**src/sv/gbs_pkg.sv**
```systemverilog
package gbs_pkg;

    localparam int BOX_W       = 16;
    localparam int SIZE_W      = 15;
    localparam int AREA_W      = 30;
    localparam int THR_W       = 16;
    localparam int IDX_W       = 10;
    localparam int COUNT_OUT_W = 7;
    localparam int UNION_W     = AREA_W + 1;
    localparam int PROD_W      = THR_W + UNION_W;

    localparam int MAX_KEPT_DEFAULT = 64;

    localparam logic [IDX_W-1:0] POS_MAX   = 10'd1023;
    localparam logic [THR_W-1:0] THR_RESET = 16'd29491;

    typedef struct packed {
        logic signed [BOX_W-1:0] left;
        logic signed [BOX_W-1:0] top;
        logic [SIZE_W-1:0]       width;
        logic [SIZE_W-1:0]       height;
    } box_t;

    typedef struct packed {
        box_t              box;
        logic [AREA_W-1:0] area;
    } kept_entry_t;

    typedef struct packed {
        logic busy;
        logic hit;
    } iou_status_t;

    typedef enum logic [1:0] {
        ST_IDLE,
        ST_SCAN,
        ST_DRAIN,
        ST_DONE
    } gbs_state_t;

endpackage

```
**src/sv/gbs_iou.sv**
```systemverilog
module gbs_iou (
    input  logic                         clk,
    input  logic                         rst_n,
    input  logic                         req,
    input  gbs_pkg::box_t                box,
    input  logic [gbs_pkg::AREA_W-1:0]   area,
    input  logic [gbs_pkg::THR_W-1:0]    thr,
    input  gbs_pkg::kept_entry_t         rd_data,
    output gbs_pkg::iou_status_t         status
);
    import gbs_pkg::*;

    // stage valids: 1 data out of memory, 2 overlap widths, 3 intersection,
    // 4 union, 5 scaled threshold product
    logic v1_reg, v2_reg, v3_reg, v4_reg, v5_reg;

    logic [SIZE_W-1:0]   iw_reg, ih_reg;
    logic [AREA_W-1:0]   karea2_reg, karea3_reg;
    logic [AREA_W-1:0]   inter3_reg, inter4_reg, inter5_reg;
    logic [UNION_W-1:0]  union4_reg;
    logic [PROD_W-1:0]   prod5_reg;

    logic signed [BOX_W:0] a0x, b0x, aex, bex, lox, hix, dx;
    logic signed [BOX_W:0] a0y, b0y, aey, bey, loy, hiy, dy;
    logic [SIZE_W-1:0]     iw, ih;
    logic [PROD_W-1:0]     inter_scaled;

    always_comb
    begin
        a0x = signed'({box.left[BOX_W-1], box.left});
        b0x = signed'({rd_data.box.left[BOX_W-1], rd_data.box.left});
        aex = a0x + signed'({2'b00, box.width});
        bex = b0x + signed'({2'b00, rd_data.box.width});
        lox = (a0x > b0x) ? a0x : b0x;
        hix = (aex < bex) ? aex : bex;
        dx  = hix - lox;
        iw  = (hix > lox) ? dx[SIZE_W-1:0] : '0;

        a0y = signed'({box.top[BOX_W-1], box.top});
        b0y = signed'({rd_data.box.top[BOX_W-1], rd_data.box.top});
        aey = a0y + signed'({2'b00, box.height});
        bey = b0y + signed'({2'b00, rd_data.box.height});
        loy = (a0y > b0y) ? a0y : b0y;
        hiy = (aey < bey) ? aey : bey;
        dy  = hiy - loy;
        ih  = (hiy > loy) ? dy[SIZE_W-1:0] : '0;
    end

    always_ff @(posedge clk or negedge rst_n)
    begin
        if (!rst_n)
        begin
            v1_reg <= 1'b0;
            v2_reg <= 1'b0;
            v3_reg <= 1'b0;
            v4_reg <= 1'b0;
            v5_reg <= 1'b0;
        end
        else
        begin
            v1_reg <= req;
            v2_reg <= v1_reg;
            v3_reg <= v2_reg;
            v4_reg <= v3_reg;
            v5_reg <= v4_reg;
        end
    end

    always_ff @(posedge clk)
    begin
        iw_reg     <= iw;
        ih_reg     <= ih;
        karea2_reg <= rd_data.area;
        inter3_reg <= AREA_W'(iw_reg * ih_reg);
        karea3_reg <= karea2_reg;
        union4_reg <= UNION_W'({1'b0, area} + {1'b0, karea3_reg} - {1'b0, inter3_reg});
        inter4_reg <= inter3_reg;
        prod5_reg  <= PROD_W'(thr * union4_reg);
        inter5_reg <= inter4_reg;
    end

    assign inter_scaled = PROD_W'({inter5_reg, 16'h0000});

    assign status.busy = req | v1_reg | v2_reg | v3_reg | v4_reg | v5_reg;
    assign status.hit  = v5_reg && (inter_scaled > prod5_reg);

endmodule

```
**config.mk**
```make
export PLATFORM = sky130hd
export DESIGN_NAME = gbs_iou
export DESIGN_NICKNAME = d
export VERILOG_FILES = /design/src/sv/gbs_pkg.sv /design/src/sv/gbs_iou.sv
export SDC_FILE = /design/constraint.sdc
export NUM_CORES = 2
export LEC_CHECK = 0
export BUFFER_PORTS_ARGS = -buffer_cell sky130_fd_sc_hd__buf_2
export CORE_MARGIN = 2
export CORE_UTILIZATION = 50
export DETAILED_ROUTE_END_ITERATION = 10
export PLACE_DENSITY = 0.78
export SYNTH_ARGS = -nofsm -noshare
export SYNTH_HDL_FRONTEND = slang
export SYNTH_SLANG_ARGS = --single-unit
```
**constraint.sdc**
```tcl
create_clock -name clk -period 7.47 [get_ports clk]
set_clock_uncertainty 0.1 [all_clocks]
set_input_delay 0.3735 -clock clk [delete_from_list [all_inputs] [get_ports clk]]
set_output_delay 0.3735 -clock clk [all_outputs]
set_load 0.01 [all_outputs]
```
After elaboration in Yosys (flattened, before gate mapping):

Index checks and enable logic that the tools add are counted.

* $add $sub $neg: 8
* multipliers: 2
* $lt $le $gt $ge: 7
* multiplexer cells: 4
* bitwise gates (word level): 5
* reduce and logical (&&, ||, !) cells: 1

Operators by type and width (number)
* adder 16 x 16 -> 17 bit: 4
* two-way mux 17 bit: 4
* greater-than comparator 46 x 47 -> 1 bit: 1
* multiplier 16 x 31 -> 47 bit: 1
* greater-than comparator 17 bit: 2
* less-than comparator 17 bit: 2
* greater-than comparator 16 bit: 2
* adder 30 x 30 -> 31 bit: 1
* subtractor 31 x 30 -> 31 bit: 1
* multiplier 15 x 15 -> 30 bit: 1
* subtractor 15 bit: 2
* OR 1 bit: 5
* logical AND 1 bit: 1

* register bits after elaboration: 263
* bits of input ports: 203
* output and inout bits: 2
* logic and storage cells: 41

Logic depth before layout (Yosys ltp):

* depth in word-level cells: 5
* gate-level depth with buffers: 31
* depth with buffers taken out: 31

Least setup slack after synthesis:

Ideal clock, no wire load.

* kind: input to register
* start point: in rd_data[30] in the netlist's numbering
* end point: reg ih_reg[10]
* library setup time: 128 ps
* data arrival time: 6472 ps
* data required time: 7242 ps
* setup slack: 770 ps
* stages on the path: 29
* buffers on the path: 2
* cell sequence: ha_1 fa_1 a21oi_1 nor2_1 or3_1 a21o_1 a21oi_1 xor2_1 ha_1 and3_1 a21oi_1 o21ai_0 a221oi_1 o21ai_0 nor2_1 a21oi_1 o21ai_1 buf_2 mux2i_1 ha_1 a21o_1 a21o_1 a21oi_1 o21ai_0 a31oi_1 a211oi_1 o31ai_1 clkbuf_1 nor2_1

* word-level cells in the longest chain between the ends: 4
* elaborated cells between the ends (all ways): 5
* classes of those cells: 2 x add/sub; 2 x order compare; 1 x mux

RTL lines
* from (decl): RTL line gbs_iou.sv:8 `input gbs_pkg::kept_entry_t rd_data,`
* adder 16 x 16 -> 17 bit (*): RTL line gbs_iou.sv:42 `bey = b0y + signed'({2'b00, rd_data.box.height});`
* less-than comparator 17 bit: RTL line gbs_iou.sv:44 `hiy = (aey < bey) ? aey : bey;`
* two-way mux 17 bit (*): RTL line gbs_iou.sv:44
* subtractor 15 bit / greater-than comparator 17 bit (equally long branches): RTL line gbs_iou.sv:45, gbs_iou.sv:46
* to (signal assigned): RTL line gbs_iou.sv:72 `ih_reg <= ih;`
* to (decl): RTL line gbs_iou.sv:17 `logic [SIZE_W-1:0] iw_reg, ih_reg;`

Every way passes the cells marked *; elsewhere a longest branch is shown, timed or not.
A chain may end at the register's enable or synchronous reset.

Worst setup path after layout:

* start point: reg union4_reg[5]
* end point: reg prod5_reg[45]

* word-level cells in the longest chain between the ends: 1

RTL lines
* from (decl): RTL line gbs_iou.sv:20 `logic [UNION_W-1:0] union4_reg;`
* from (signal assigned): RTL line gbs_iou.sv:76 `union4_reg <= UNION_W'({1'b0, area} + {1'b0, karea3_reg} - {1'b0, inter3_reg});`
* multiplier 16 x 31 -> 47 bit: RTL line gbs_iou.sv:78 `prod5_reg <= PROD_W'(thr * union4_reg);`
* to (signal assigned): RTL line gbs_iou.sv:78
* to (decl): RTL line gbs_iou.sv:21 `logic [PROD_W-1:0] prod5_reg;`

Every way passes these cells.

==> metrics.txt <==
layout cells sized above 1 between 7 and 8%; CP peak stage delay 690 ps; Max-cap violations 0; Slew HR ~37%; required time of the critical path between 7000 and 8000 ps; largest net degree at the start of global routing 32; RSZ-0062 raised after global routing no; sequential-to-total area share from yosys stat 14.1%; ranking of synthesized cells by area fa_1, ha_1, dfxtp_1; Post-synth EDFFs 0; DRC violations left 0; vias in the first global route 29900; Die Wd 278 microns; nets 5645; Yosys cell types 72; setup bufs post-CTS 0; # clock sinks 263; DR iter-0 viols 1801; status completed; kind of critical path reg -> reg; clk root buf clkbuf_16; Max Freq about 140 MHz; Clock transition at path regs 60 ps; Clock Path Buffers 3; via/cell ratio 5.26; initial antenna violation count 2; CTS tree done; GRT Residual Overflow 0; total negative slack 0 ps; starting density of the core roughly half; I/O pin total approximately 210; most used flip-flop cell after synthesis dfxtp_1; Mapped Area 37600 sq um; 1st-pass router iterations 8; die height 278 microns; Die Area approximately 77000 sq um; Final setup viols 0; Worst-Skew Late Latency 570 ps; CTS Buf Count 29; H-tree depth 1; slowest CP cell dfxtp_1; Tmin final 7020 ps; synthesized flop and latch total 263; most common cell after layout, fill and taps aside inv_1; Rows 100; Mapped Cells 4211; most frequent cells in the layout inv_1, fa_1, nand2_1, ha_1, and2_1; dpl hpwl 75.0 mm; max reg flops 47; Routed WL 89.4 mm; first-pass GRT wire length between 100 and 150 mm; Yosys top cell area share about a third; total track usage 23.8%; I/O Buffers 204; Post-DRT Antenna Nets 0; Hold Crit Class in -> async; post-route clock period utilization 93.9%; final count of hold timing violations 0; WP data arrival 7370 ps; Crit path top cell by count fa_1; Post-synth ARST share 1.90%; Final Wtd Congestion 0.929; crit-path max FO 16; synthesized area per cell slightly below 9 sq um; max-slew violations 0; crit start category flip-flop; Synthesis Warnings 0; DR WL/cell 16.6 microns; Synth area leader fa_1; core area 74400 sq um; crit path cell chain nand2_1, fa_1, inv_1, fa_1, inv_1, fa_1, inv_1, fa_1, fa_1, inv_1, fa_1, inv_1, ha_1, a21oi_1, o21ai_0, or3_1, o211ai_1, a311oi_1, or3b_1, a211oi_1, o21ai_0, xnor2_1; Slew @ Worst Pin 928 ps; via count 28400; syn_nets 5451; post-synthesis to final-layout area growth 9.23%; nature of the critical path endpoint flip-flop
## per-stage QoR
stage / cell area, sq um / cells / hold WS, ps / setup slack [ps] / util [%]
floorplan: 37600 / 4211 / -22.1 / 770 / -
global route: 41100 / 5399 / 63.6 / 97.0 / 55.2
detailed placement: 39800 / 5310 / 89.8 / 345 / 53.4
global placement: 39800 / 5310 / 87.7 / 430 / 53.4
finish: 41100 / 5399 / 52.5 / 454 / 55.2
CTS: 41100 / 5397 / 14.7 / 327 / 55.2
## kinds of logic after synthesis
logic type,Yosys count,synth area share (%)
simple gates,1158,14.7
fa+ha+maj,1037,46.6
buf+inv,1004,10.1
compound gates,516,8.83
flops,263,14.1
xor+xnor,164,3.82
mux,69,1.92
## cell usage after synthesis, types with 18 or more instances
| cell type | count |
|---|---|
| a211oi_1 | 24 |
| a21o_1 | 90 |
| a21oi_1 | 163 |
| and2_1 | 281 |
| clkbuf_1 | 120 |
| dfxtp_1 | 258 |
| fa_1 | 607 |
| ha_1 | 430 |
| inv_1 | 879 |
| mux2i_1 | 53 |
| nand2_1 | 525 |
| nand2b_1 | 24 |
| nand3_1 | 35 |
| nand4_1 | 30 |
| nor2_1 | 135 |
| nor2b_1 | 24 |
| nor3_1 | 35 |
| o21a_1 | 25 |
| o21ai_0 | 89 |
| o21bai_1 | 28 |
| or3_1 | 18 |
| xnor2_1 | 114 |
| xor2_1 | 50 |
## path summary, 6_finish.rpt
kind | startpoint | endpoint | slack, ps | depth (start not counted)
max | union4_reg[5]$_DFF_P_ | prod5_reg[45]$_DFF_P_ | 450 | 22
min | rst_n | v5_reg$_DFF_PN0_ | 50 | 2
max reg2reg | union4_reg[5]$_DFF_P_ | prod5_reg[45]$_DFF_P_ | 450 | 22
min reg2reg | inter4_reg[16]$_DFF_P_ | inter5_reg[16]$_DFF_P_ | 220 | 0
max in group asynchronous | rst_n | v4_reg$_DFF_PN0_ | 7090 | 2
min in group clk | area[29] | union4_reg[30]$_DFF_P_ | 110 | 3
## final cells by class
type / instances / area [sq um]
fill: 6555 / 33300
multi-input combinational: 2944 / 28600
sequential: 263 / 5290
inverter: 879 / 3300
timing repair buffer: 288 / 1730
tap: 969 / 1210
clock buffer: 32 / 757
clock inverter: 22 / 231
antenna: 2 / 5.00
## timing repair
| action | 4_1_cts | 5_1_grt |
|---|---|---|
| setup endpoints to repair | 0 | 1 |
| hold endpoints to repair | 37 | 0 |
| hold buffers | 33 | 0 |
| gates resized for setup | 0 | 2 |
## critical path: cells and delay by family (launching register included)
family                   cells  cell delay [ps]
AO/OA/AOI/OAI                6             1390
XOR/XNOR                     1              140
adder cells (fa/ha/maj)      7             3280
buffers and inverters        5              250
flip-flops                   1              690
AND/OR/NAND/NOR              3             1040
## routing by layer
metal  GRT usage, %  wire length [microns]  up-vias
li1               -                      -    13500
met1           30.5                  36800    13800
met2           40.0                  42200      972
met3           6.47                   8440      126
met4           5.32                   1880        0
met5              0                      0        -
Power is left out: the tool's default activity adds up to more than one toggle a clock period on the data nets, which glitch-free logic cannot reach.
